**config.mk**
```make
export PLATFORM = sky130hd
export DESIGN_NAME = divisor_sum_classifier_core
export DESIGN_NICKNAME = d
export VERILOG_FILES = /design/src/dsc_pkg.sv /design/src/divisor_sum_classifier_core.sv /design/src/dsc_divider.sv
export VERILOG_INCLUDE_DIRS = /design/src /design/src/src
export SDC_FILE = /design/constraint.sdc
export NUM_CORES = 1
export LEC_CHECK = 0
export ABC_CLOCK_PERIOD_IN_PS = 4200
export BUFFER_PORTS_ARGS = -buffer_cell sky130_fd_sc_hd__buf_2
export CAP_MARGIN = 20
export CORE_MARGIN = 4
export CORE_UTILIZATION = 50
export DETAILED_ROUTE_END_ITERATION = 12
export PLACE_DENSITY = 0.66
export SYNTH_ARGS = -nofsm -noshare
export SYNTH_HDL_FRONTEND = slang
export SYNTH_SLANG_ARGS = --single-unit
export TNS_END_PERCENT = 1
```
**constraint.sdc**
```tcl
create_clock -name clk -period 4.2 [get_ports clk]
set_input_delay 0.42 -clock clk [delete_from_list [all_inputs] [get_ports clk]]
set_output_delay 0.42 -clock clk [all_outputs]
set_load 0.02 [all_outputs]
```
**src/divisor_sum_classifier_core_assert.svh**
```systemverilog
// ----------------------------------------------------------------------------
// Assertion macros for the divisor sum classifier
// Implication checks on a clock with a synchronous active-high reset.
// ----------------------------------------------------------------------------
`ifndef DIVISOR_SUM_CLASSIFIER_CORE_ASSERT_SVH
`define DIVISOR_SUM_CLASSIFIER_CORE_ASSERT_SVH

// same-cycle implication
`define DSC_ASSERT_SAME(label, clock, reset, ante, cons) \
  label: assert property (@(posedge clock) disable iff (reset) (ante) |-> (cons)) \
    else $error("same-cycle check failed");

// next-cycle implication
`define DSC_ASSERT_NEXT(label, clock, reset, ante, cons) \
  label: assert property (@(posedge clock) disable iff (reset) (ante) |=> (cons)) \
    else $error("next-cycle check failed");

`endif

```
**src/dsc_pkg.sv**
```systemverilog
// ----------------------------------------------------------------------------
// dsc_pkg
// Shared types and constants of the divisor sum classifier.
// ----------------------------------------------------------------------------
package dsc_pkg;

  localparam int SUM_OUT_W   = 18;
  localparam int COUNT_OUT_W = 8;
  localparam int CLASS_W     = 2;

  localparam logic [SUM_OUT_W-1:0]   SUM_MAX   = {SUM_OUT_W{1'b1}};
  localparam logic [COUNT_OUT_W-1:0] COUNT_MAX = {COUNT_OUT_W{1'b1}};

  localparam logic [CLASS_W-1:0] CLASS_DEFICIENT = 2'd0;
  localparam logic [CLASS_W-1:0] CLASS_PERFECT   = 2'd1;
  localparam logic [CLASS_W-1:0] CLASS_ABUNDANT  = 2'd2;

  typedef enum logic [2:0] {
    ST_IDLE,
    ST_START,
    ST_DIV,
    ST_ACC,
    ST_FIN
  } dsc_state_t;

  typedef struct packed {
    logic busy;
    logic done;
  } dsc_div_stat_t;

endpackage

```
**src/divisor_sum_classifier_core.sv**
```systemverilog
// ----------------------------------------------------------------------------
// divisor_sum_classifier_core
// Finds the proper divisor sum and divisor count of a number by trial
// division and classifies it as deficient, perfect or abundant.
// ----------------------------------------------------------------------------
//
//  channel | dir | handshake            | tdata fields (lowest bit up)
//  --------+-----+----------------------+------------------------------------
//  s_*     | in  | s_tvalid / s_tready  | number[15:0]
//  m_*     | out | m_tvalid / m_tready  | proper_divisor_sum[17:0],
//          |     |                      | divisor_count[25:18],
//          |     |                      | classification[27:26],
//          |     |                      | input_error[28], zero[31:29]
//
//  One item at a time. Each candidate divisor d = 1, 2, ... goes through
//  start, NW bit-serial divide steps, divider done and accumulate; the walk
//  stops at the first d with n / d < d, NW being min(NUMBER_BITS, 16).
//  A zero input skips the divider and goes straight to ST_FIN.
//  Reset (rst, synchronous) empties the output register and idles the FSM.
//  A stalled result holds in the output register; the next number is
//  taken meanwhile, and its result waits in ST_FIN until the beat clears.
//
module divisor_sum_classifier_core
  import dsc_pkg::*;
#(
  parameter int NUMBER_BITS = 16
) (
  input  logic        clk,
  input  logic        rst,
  input  logic        s_tvalid,
  output logic        s_tready,
  input  logic [15:0] s_tdata,   // number[15:0]
  output logic        m_tvalid,
  input  logic        m_tready,
  output logic [31:0] m_tdata    // sum[17:0], count[25:18], class[27:26], err[28]
);

  // only the low NUMBER_BITS bits of the 16-bit field take part
  localparam int NW  = (NUMBER_BITS < 16) ? NUMBER_BITS : 16;
  // sigma(n) stays below 8n, the count below 2 * 2^(NW/2)
  localparam int SW  = NW + 3;
  localparam int CNW = NW / 2 + 2;
  localparam int XW  = (SW > SUM_OUT_W) ? SW : SUM_OUT_W;
  localparam int XC  = (CNW > COUNT_OUT_W) ? CNW : COUNT_OUT_W;

  dsc_state_t state, state_next;

  logic [NW-1:0]  n_reg;
  logic [NW-1:0]  d_reg;
  logic [SW-1:0]  total;
  logic [CNW-1:0] count;
  logic           err;

  logic [SUM_OUT_W-1:0]   out_sum;
  logic [COUNT_OUT_W-1:0] out_count;
  logic [CLASS_W-1:0]     out_class;
  logic                   out_err;
  logic                   out_valid;

  logic          div_start;
  logic [NW-1:0] div_q;
  logic [NW-1:0] div_r;
  dsc_div_stat_t div_stat;

  logic          in_beat;
  logic          out_load;
  logic [NW-1:0] n_in;

  dsc_divider #(
    .WIDTH (NW)
  ) u_div (
    .clk       (clk),
    .rst       (rst),
    .start     (div_start),
    .dividend  (n_reg),
    .divisor   (d_reg),
    .quotient  (div_q),
    .remainder (div_r),
    .stat      (div_stat)
  );

  assign n_in    = s_tdata[NW-1:0];
  assign in_beat = s_tvalid && s_tready;

  // --------------------------------------------------------------------------
  // Sequencer
  // --------------------------------------------------------------------------
  always_ff @(posedge clk) begin
    if (rst) begin
      state <= ST_IDLE;
    end else begin
      state <= state_next;
    end
  end

  always_comb begin
    state_next = state;
    s_tready   = 1'b0;
    div_start  = 1'b0;
    out_load   = 1'b0;
    case (state)
      ST_IDLE: begin
        s_tready = 1'b1;
        if (s_tvalid) begin
          state_next = (n_in == '0) ? ST_FIN : ST_START;
        end
      end
      ST_START: begin
        div_start  = 1'b1;
        state_next = ST_DIV;
      end
      ST_DIV: begin
        if (div_stat.done) begin
          state_next = ST_ACC;
        end
      end
      ST_ACC: begin
        // past sqrt(n) once the quotient drops below the candidate
        state_next = (div_q < d_reg) ? ST_FIN : ST_START;
      end
      ST_FIN: begin
        // wait for the output register to free up
        if (!out_valid || m_tready) begin
          out_load   = 1'b1;
          state_next = ST_IDLE;
        end
      end
      default: begin
        state_next = ST_IDLE;
      end
    endcase
  end

  // --------------------------------------------------------------------------
  // Accumulate divisor pairs d and n / d
  // --------------------------------------------------------------------------
  always_ff @(posedge clk) begin
    if (in_beat) begin
      n_reg <= n_in;
      d_reg <= NW'(1);
      total <= '0;
      count <= '0;
      err   <= (n_in == '0);
    end else if ((state == ST_ACC) && (div_q >= d_reg)) begin
      if (div_r == '0) begin
        if (div_q != d_reg) begin
          total <= total + SW'(d_reg) + SW'(div_q);
          count <= count + CNW'(2);
        end else begin
          total <= total + SW'(d_reg);
          count <= count + CNW'(1);
        end
      end
      d_reg <= d_reg + NW'(1);
    end
  end

  // --------------------------------------------------------------------------
  // Result: saturate to field widths, classify on the exact sum
  // --------------------------------------------------------------------------
  logic [SW-1:0]          proper;
  logic [XW-1:0]          proper_x;
  logic [XC-1:0]          count_x;
  logic [SUM_OUT_W-1:0]   sum_sat;
  logic [COUNT_OUT_W-1:0] count_sat;
  logic [CLASS_W-1:0]     cls;

  always_comb begin
    proper    = total - SW'(n_reg);
    proper_x  = XW'(proper);
    count_x   = XC'(count);
    sum_sat   = (proper_x > XW'(SUM_MAX)) ? SUM_MAX : proper_x[SUM_OUT_W-1:0];
    count_sat = (count_x > XC'(COUNT_MAX)) ? COUNT_MAX : count_x[COUNT_OUT_W-1:0];
    if (proper < SW'(n_reg)) begin
      cls = CLASS_DEFICIENT;
    end else if (proper == SW'(n_reg)) begin
      cls = CLASS_PERFECT;
    end else begin
      cls = CLASS_ABUNDANT;
    end
  end

  always_ff @(posedge clk) begin
    if (rst) begin
      out_valid <= 1'b0;
    end else if (out_load) begin
      out_valid <= 1'b1;
    end else if (m_tready) begin
      out_valid <= 1'b0;
    end
  end

  // drop all result fields to zero on an error beat
  always_ff @(posedge clk) begin
    if (out_load) begin
      out_sum   <= err ? '0 : sum_sat;
      out_count <= err ? '0 : count_sat;
      out_class <= err ? CLASS_DEFICIENT : cls;
      out_err   <= err;
    end
  end

  assign m_tvalid = out_valid;
  assign m_tdata  = {3'b000, out_err, out_class, out_count, out_sum};

  // --------------------------------------------------------------------------
  // Assertions
  // --------------------------------------------------------------------------
`include "divisor_sum_classifier_core_assert.svh"

  `DSC_ASSERT_SAME(a_done_only_in_div, clk, rst, div_stat.done, state == ST_DIV)
  `DSC_ASSERT_NEXT(a_zero_goes_to_fin, clk, rst, in_beat && (n_in == '0), err && (state == ST_FIN))
  `DSC_ASSERT_SAME(a_err_clears_fields, clk, rst, out_valid && out_err, m_tdata[27:0] == 28'd0)
  `DSC_ASSERT_SAME(a_divisor_nonzero, clk, rst, div_start, (d_reg != '0) && !div_stat.busy)

endmodule

```
**src/dsc_divider.sv**
```systemverilog
// ----------------------------------------------------------------------------
// dsc_divider
// Bit-serial restoring divider: one quotient bit per cycle while busy.
// ----------------------------------------------------------------------------
module dsc_divider
  import dsc_pkg::*;
#(
  parameter int WIDTH = 16
) (
  input  logic             clk,
  input  logic             rst,
  input  logic             start,
  input  logic [WIDTH-1:0] dividend,
  input  logic [WIDTH-1:0] divisor,
  output logic [WIDTH-1:0] quotient,
  output logic [WIDTH-1:0] remainder,
  output dsc_div_stat_t    stat
);

  localparam int CW = $clog2(WIDTH + 1);

  logic [WIDTH:0]   rem;
  logic [WIDTH-1:0] quo;
  logic [CW-1:0]    cnt;
  logic             busy;
  logic             done;

  logic [WIDTH:0] rem_sh;
  logic [WIDTH:0] rem_sub;
  logic           fits;

  always_comb begin
    rem_sh  = {rem[WIDTH-1:0], quo[WIDTH-1]};
    fits    = (rem_sh >= {1'b0, divisor});
    rem_sub = rem_sh - {1'b0, divisor};
  end

  always_ff @(posedge clk) begin
    if (rst) begin
      busy <= 1'b0;
      done <= 1'b0;
    end else begin
      done <= 1'b0;
      if (start) begin
        busy <= 1'b1;
      end else if (busy && (cnt == CW'(1))) begin
        busy <= 1'b0;
        done <= 1'b1;
      end
    end
  end

  // shift in one dividend bit, restore on a failed subtract
  always_ff @(posedge clk) begin
    if (start) begin
      rem <= '0;
      quo <= dividend;
      cnt <= CW'(WIDTH);
    end else if (busy) begin
      rem <= fits ? rem_sub : rem_sh;
      quo <= {quo[WIDTH-2:0], fits};
      cnt <= cnt - CW'(1);
    end
  end

  assign quotient  = quo;
  assign remainder = rem[WIDTH-1:0];
  assign stat.busy = busy;
  assign stat.done = done;

endmodule
```
* Word-level counts from Yosys, hierarchy flattened
Index checks and enable logic that the tools add are counted.
Cells by class: add/sub/neg operators 8, order comparisons 6, equality and inequality tests 10, mux-type cells 23, reduce and logical (&&, ||, !) cells 15
Operator list (count):
- two-way mux 16 bit | 3
- adder 19 x 16 -> 19 bit | 2
- zero test 16 bit | 2
- == test 19 x 16 -> 1 bit | 1
- greater-than comparator 19 x 18 -> 1 bit (second input constant) | 1
- < comparator 19 x 16 -> 1 bit | 1
- two-way mux 19 bit | 1
- subtractor 19 x 16 -> 19 bit | 1
- two-way mux 18 bit | 1
- >= comparator 17 x 16 -> 1 bit | 1
- adder 16 x 1 -> 16 bit (second input constant) | 1
- >= comparator 16 bit | 1
- < comparator 16 bit | 1
- inequality test 16 bit | 1
- subtractor 16 bit | 1
- two-way mux 3 bit | 5
- case mux 3 bit (5 select lines) | 1
- adder 10 x 1 -> 10 bit (second input constant) | 1
- adder 10 x 2 -> 10 bit (second input constant) | 1
- greater-than comparator 10 x 8 -> 1 bit (second input constant) | 1
- two-way mux 10 bit | 1
- two-way mux 1 bit | 9
- two-way mux 8 bit | 1
- == test 3 x 2 -> 1 bit (second input constant) | 2
- 15 further kinds | 21
Storage, ports and cells: bits in registers 134, input port bits 20, word-level logic and storage cells 78

* Longest topological paths before layout
depth in word-level cells 5, gate-level depth with buffers 20, mapped depth without buffers 20

* Modules after synthesis
Synthesis repeated with hierarchy kept, for this count alone.
Unflattened totals: cells, all modules 1064, area, all modules 9630.5 um^2
By module, submodules not included:
- divisor_sum_classifier_core | times used 1, cells an instance 790, area each 7054.3 um^2, seq. area each 2362.3 um^2
- dsc_divider | times used 1, cells an instance 274, area each 2576.2 um^2, seq. area each 940.9 um^2

* Worst setup path before layout
Ideal clock, no wire load.
path type register to register, from register n_reg[0], to register out_class[0], data pin, library setup time 0.256 ns, arrival time 3.423 ns, data required time 3.944 ns, path slack 0.522 ns, stages on the path, launching flop included 20, path buffers 0, path through edfxtp_1 ha_1 fa_1 nand2b_1 a21boi_0 o21ai_0 a21oi_1 o21ai_0 a21oi_1 o41a_1 xnor2_1 inv_1 ha_1 a21oi_1 nor2b_1 o21ai_0 nand2b_1 a221oi_1 nor3_1 and4_1
On the way: word-level cells in the longest chain between the ends 3, elaborated cells between the ends (all ways) 5
RTL lines:
- start: declaration | line divisor_sum_classifier_core.sv:48 | logic [NW-1:0] n_reg;
- start signal: assignment | line divisor_sum_classifier_core.sv:139 | n_reg <= n_in;
- subtractor 19 x 16 -> 19 bit | line divisor_sum_classifier_core.sv:169 | proper = total - SW'(n_reg);
- < comparator 19 x 16 -> 1 bit / == test 19 x 16 -> 1 bit (equally long branches) | line divisor_sum_classifier_core.sv:174, divisor_sum_classifier_core.sv:176
- OR reduction 2 bit (no source line) / two-way mux 2 bit (equally long branches)
- end signal: assignment | line divisor_sum_classifier_core.sv:198 | out_class <= err ? CLASS_DEFICIENT : cls;
- end: declaration | line divisor_sum_classifier_core.sv:56 | logic [CLASS_W-1:0] out_class;
Parallel ways exist; a longest one is shown, timed or not. A chain may end at the register's enable or synchronous reset.

* Worst setup path in the final report
Ends and elaborated chain as after synthesis.

==> results.md <==
Run status:
- The run finished with clean final reports.

Power and ir drop:
- The power consumption is 4.89 mW.
- The cell area power density is 465 nW/um2.
- The worst-case IR drop observed on VDD is roughly 0.38 mV.
- The static leakage is between 4 and 5 nW.

Route:
- The detailed router finished its first iteration with 467 violations.
- The DRC violations left is 0.
- The antenna violation net count after detailed routing is 0.
- The vias after detailed routing is between 7k and 8k.
- The routed wire length is approximately 23 mm.
- The average vias per placed instance is 5.78.
- For this run, the detailed router's first-pass iteration total came to 5.
- The average routed wire per standard cell is about 17 um.

Synthesis:
- Ranked by total cell area, the synthesized netlist is headed by sky130_fd_sc_hd__edfxtp_1 20%, sky130_fd_sc_hd__dfxtp_1 15%, sky130_fd_sc_hd__ha_1 14%, sky130_fd_sc_hd__a21oi_1 5.7%, sky130_fd_sc_hd__xnor2_1 5.2%.
- The top flip-flop cell by instance count after synthesis is sky130_fd_sc_hd__dfxtp_1.
- The area share of the largest cell type after synthesis is 20.0%.
- In the post-synthesis netlist, the cell with the most instances is sky130_fd_sc_hd__nor2_1.
- In this run, synthesis inferred 62 flip-flops with an integrated enable.
- The per-instance average area after synthesis is 8.75 um2.
- The synthesized netlist contains between 70 and 80 unique library cells.
- The commonest cells after synthesis are 111 x sky130_fd_sc_hd__nor2_1, 106 x sky130_fd_sc_hd__a21oi_1, 102 x sky130_fd_sc_hd__ha_1.
- The synthesized area is ~9300 um2.
- Counting every instance in the synthesized netlist gives between 1k and 1.5k.
- The count of state elements after synthesis is between 100 and 150.
- The largest area contributor in the netlist is sky130_fd_sc_hd__edfxtp_1.
- Sequential cells were found to cover between 30% and 40% of the synthesized design area.
- During synthesis, Yosys emitted a total of 0 warnings.
- The fraction of registers with async set or reset after synthesis is 0%.

Timing:
- At the pin with the least slew margin, the transition time is between 800 and 900 ps.
- The final hold violation count is 0.
- The highest clock rate is approximately 0.25 GHz.
- In the finished design, the share of the clock period the worst path needs comes to between 90 and 100%.
- The clock skew after layout is slightly above 10 ps.
- The final number of max-transition violations is 0.
- The remaining max-slew budget at the tightest pin is 45.3%.
- The shortest period the worst path allows is 3960 ps.
- The final setup violation count is 0.
- Adding up every negative setup slack in the final design gives 0 ps.

Finish:
- The number of nets in the final layout is 1246.
- The largest registers in the layout are total (19), out_sum (18).
- The multi-input combinational cell area is ~5600 um2.
- The register with the most flip-flops in the final layout is total.
- For this run, the share of the core covered by cells in the final layout is 57.9%.
- The area growth from synthesis to layout is 12.7%.
- The number of fill cells in the layout is roughly 1.6k.
- The sequential standard cell area is 3300 um2.
- The repair_antennas step left the layout with diodes totalling 0.
- The finished layout cell area is 10500 um2.
- The flip-flop count of the largest register after layout is 19.
- In the final layout, the share of cells above drive strength 1 is between 10% and 20%.

CTS:
- The clock tree synthesis step divided the H-tree into 4 levels.
- Clock tree synthesis found a total of ~130 sinks.
- The number of buffers on the longest clock path is 2.
- Post-CTS repair changed the size of 0 cells.
- The buffer count from post-CTS setup fixing is 0.
- The clock latency of the later-clocked register in the worst-skew pair is 430 ps.
- TritonCTS created 17 clock buffers.
- The clock-pin slew of the registers on the worst-case setup and hold paths is 70 ps.
- The total of hold buffers inserted after clock tree synthesis is 0.
- TritonCTS built the clock tree.
- The tree is rooted in a sky130_fd_sc_hd__clkbuf_16.

Worst hold path:
- The type of the most critical hold path is input pin to flip-flop.
- The count of cells along the worst hold path is 1.
- The startpoint of the most critical hold path is s_tdata[5].
- The sink of the worst hold path is n_reg[5].

Floorplan:
- 54 I/O pins were placed.
- Once the floorplan was initialized, standard cells occupied just over 50% of the core.
- The full die area is ~21000 um2.
- The y dimension of the die is 145 um.
- The floorplan step defined a core boundary enclosing roughly 18000 um2.
- The floorplan has 49 rows.
- The die width is between 100 and 150 um.

Global routing:
- The first global-routing pass estimated 37.0 mm of wire.
- Global routing used a little under a quarter of the available tracks across all layers.
- The number of antenna violations at the first check in global routing is 0.
- After global routing the overflow that remains totals 0.
- The number of global-route vias before repair was around 7.4k.
- The pin count of the biggest net entering global routing is 39.

Place:
- The cell area after placement is between 9000 and 10000 um2.
- The placed wire-length estimate after detailed placement is ~18 mm.
- Port buffering added 50 buffers.
- The congestion estimate from routability-driven global placement came to approximately 0.96.

Setup path:
- The arrival time at the worst endpoint is approximately 4100 ps.
- The required time at the endpoint of the critical path is around 4400 ps.
- Tracing the worst setup path back leads to its startpoint at n_reg[0].
- Measured in cells, the most critical reg-to-reg path has a length of 19.
- The critical path startpoint category is a flip-flop.
- The worst reg2reg path endpoint is out_class[0].
- The type of the setup path with the least slack is flip-flop to flip-flop.
- In this run the worst path has a maximum fanout of 3.
- The launching point of the worst reg2reg path is n_reg[0].
- The register-to-register setup slack is around 240 ps.
- The critical path endpoint category is a flip-flop.

Job:
- Across the run, the number of max-cap violations was 0.
==> worst max-delay path: stages, from the launching register on <==
cell	delay (ps)
sky130_fd_sc_hd__edfxtp_1	390
sky130_fd_sc_hd__ha_1	240
sky130_fd_sc_hd__fa_1	400
sky130_fd_sc_hd__nand2b_1	190
sky130_fd_sc_hd__a21boi_2	190
sky130_fd_sc_hd__o21ai_2	100
sky130_fd_sc_hd__a21oi_2	200
sky130_fd_sc_hd__o21ai_0	120
sky130_fd_sc_hd__a21oi_1	190
sky130_fd_sc_hd__nor2_1	70
sky130_fd_sc_hd__xor2_1	170
sky130_fd_sc_hd__inv_1	60
sky130_fd_sc_hd__ha_1	290
sky130_fd_sc_hd__nand4_1	120
sky130_fd_sc_hd__nor2_1	80
sky130_fd_sc_hd__o21ai_0	100
sky130_fd_sc_hd__o211ai_1	190
sky130_fd_sc_hd__a221oi_2	320
sky130_fd_sc_hd__nor3_1	80
sky130_fd_sc_hd__and4_1	200
==> cells by family after synthesis <==
family | Yosys count | share of synthesized area (%)
AOI/OAI and AO/OA | 288 | 19.0
muxes | 9 | 0.993
DFF | 134 | 35.4
adders and majority gates | 106 | 14.5
other | 1 | 0.0402
xor gates and xnor gates | 76 | 7.14
and+or+nand+nor | 341 | 18.1
buffers and inverters | 110 | 4.67
==> per-layer routing <==
layer  vias to the layer above  GRT usage [%]  wire (um)
met2                       180           37.6      11200
met1                      3680           29.9      10300
met3                        47           3.90       1100
met5                         -              0          0
met4                         0           6.97        563
li1                       3959              -          -
==> final cells by class <==
type / instances / area share [%]
Sequential cell: 134 / 31.5
Multi-Input combinational cell: 823 / 53.8
Timing Repair Buffer: 69 / 3.74
Clock inverter: 15 / 1.60
Inverter: 75 / 2.68
Tap cell: 229 / 2.73
Clock buffer: 17 / 4.05
==> placed cells by master (no fill, tap or decap), types with 26 or more instances in the layout <==
| cell | count |
|---|---|
| sky130_fd_sc_hd__nor2_1 | 111 |
| sky130_fd_sc_hd__a21oi_1 | 103 |
| sky130_fd_sc_hd__ha_1 | 102 |
| sky130_fd_sc_hd__inv_1 | 74 |
| sky130_fd_sc_hd__nand2_1 | 71 |
| sky130_fd_sc_hd__dfxtp_1 | 71 |
| sky130_fd_sc_hd__o21ai_0 | 68 |
| sky130_fd_sc_hd__edfxtp_1 | 62 |
| sky130_fd_sc_hd__xnor2_1 | 55 |
| sky130_fd_sc_hd__buf_2 | 50 |
| sky130_fd_sc_hd__nand3_1 | 26 |
==> report_power, final <==
part           internal, mW  switching, mW
combinational         0.733          0.986
clock                 0.840          0.655
sequential             1.52          0.150
==> worst max-delay path by stage <==
stage,endpoint,slack (ps),cells after the start
final,out_class[0],240,19
after global routing,out_class[1],-20,19
after CTS,out_class[0],70,20
after detailed placement,total[15],160,19
after global placement,out_class[1],220,20
after floorplan,out_class[0],520,19
==> metrics by stage <==
stage | setup slack, ps | std cells | hold slack, ps
global route | -24.6 | 1362 | 173
CTS | 75.0 | 1362 | 170
floorplan | 522 | 1067 | 424
detailed placement | 158 | 1330 | 473
global placement | 221 | 1330 | 475
finish | 241 | 1362 | 186
Power figures use the tool's default switching activity.
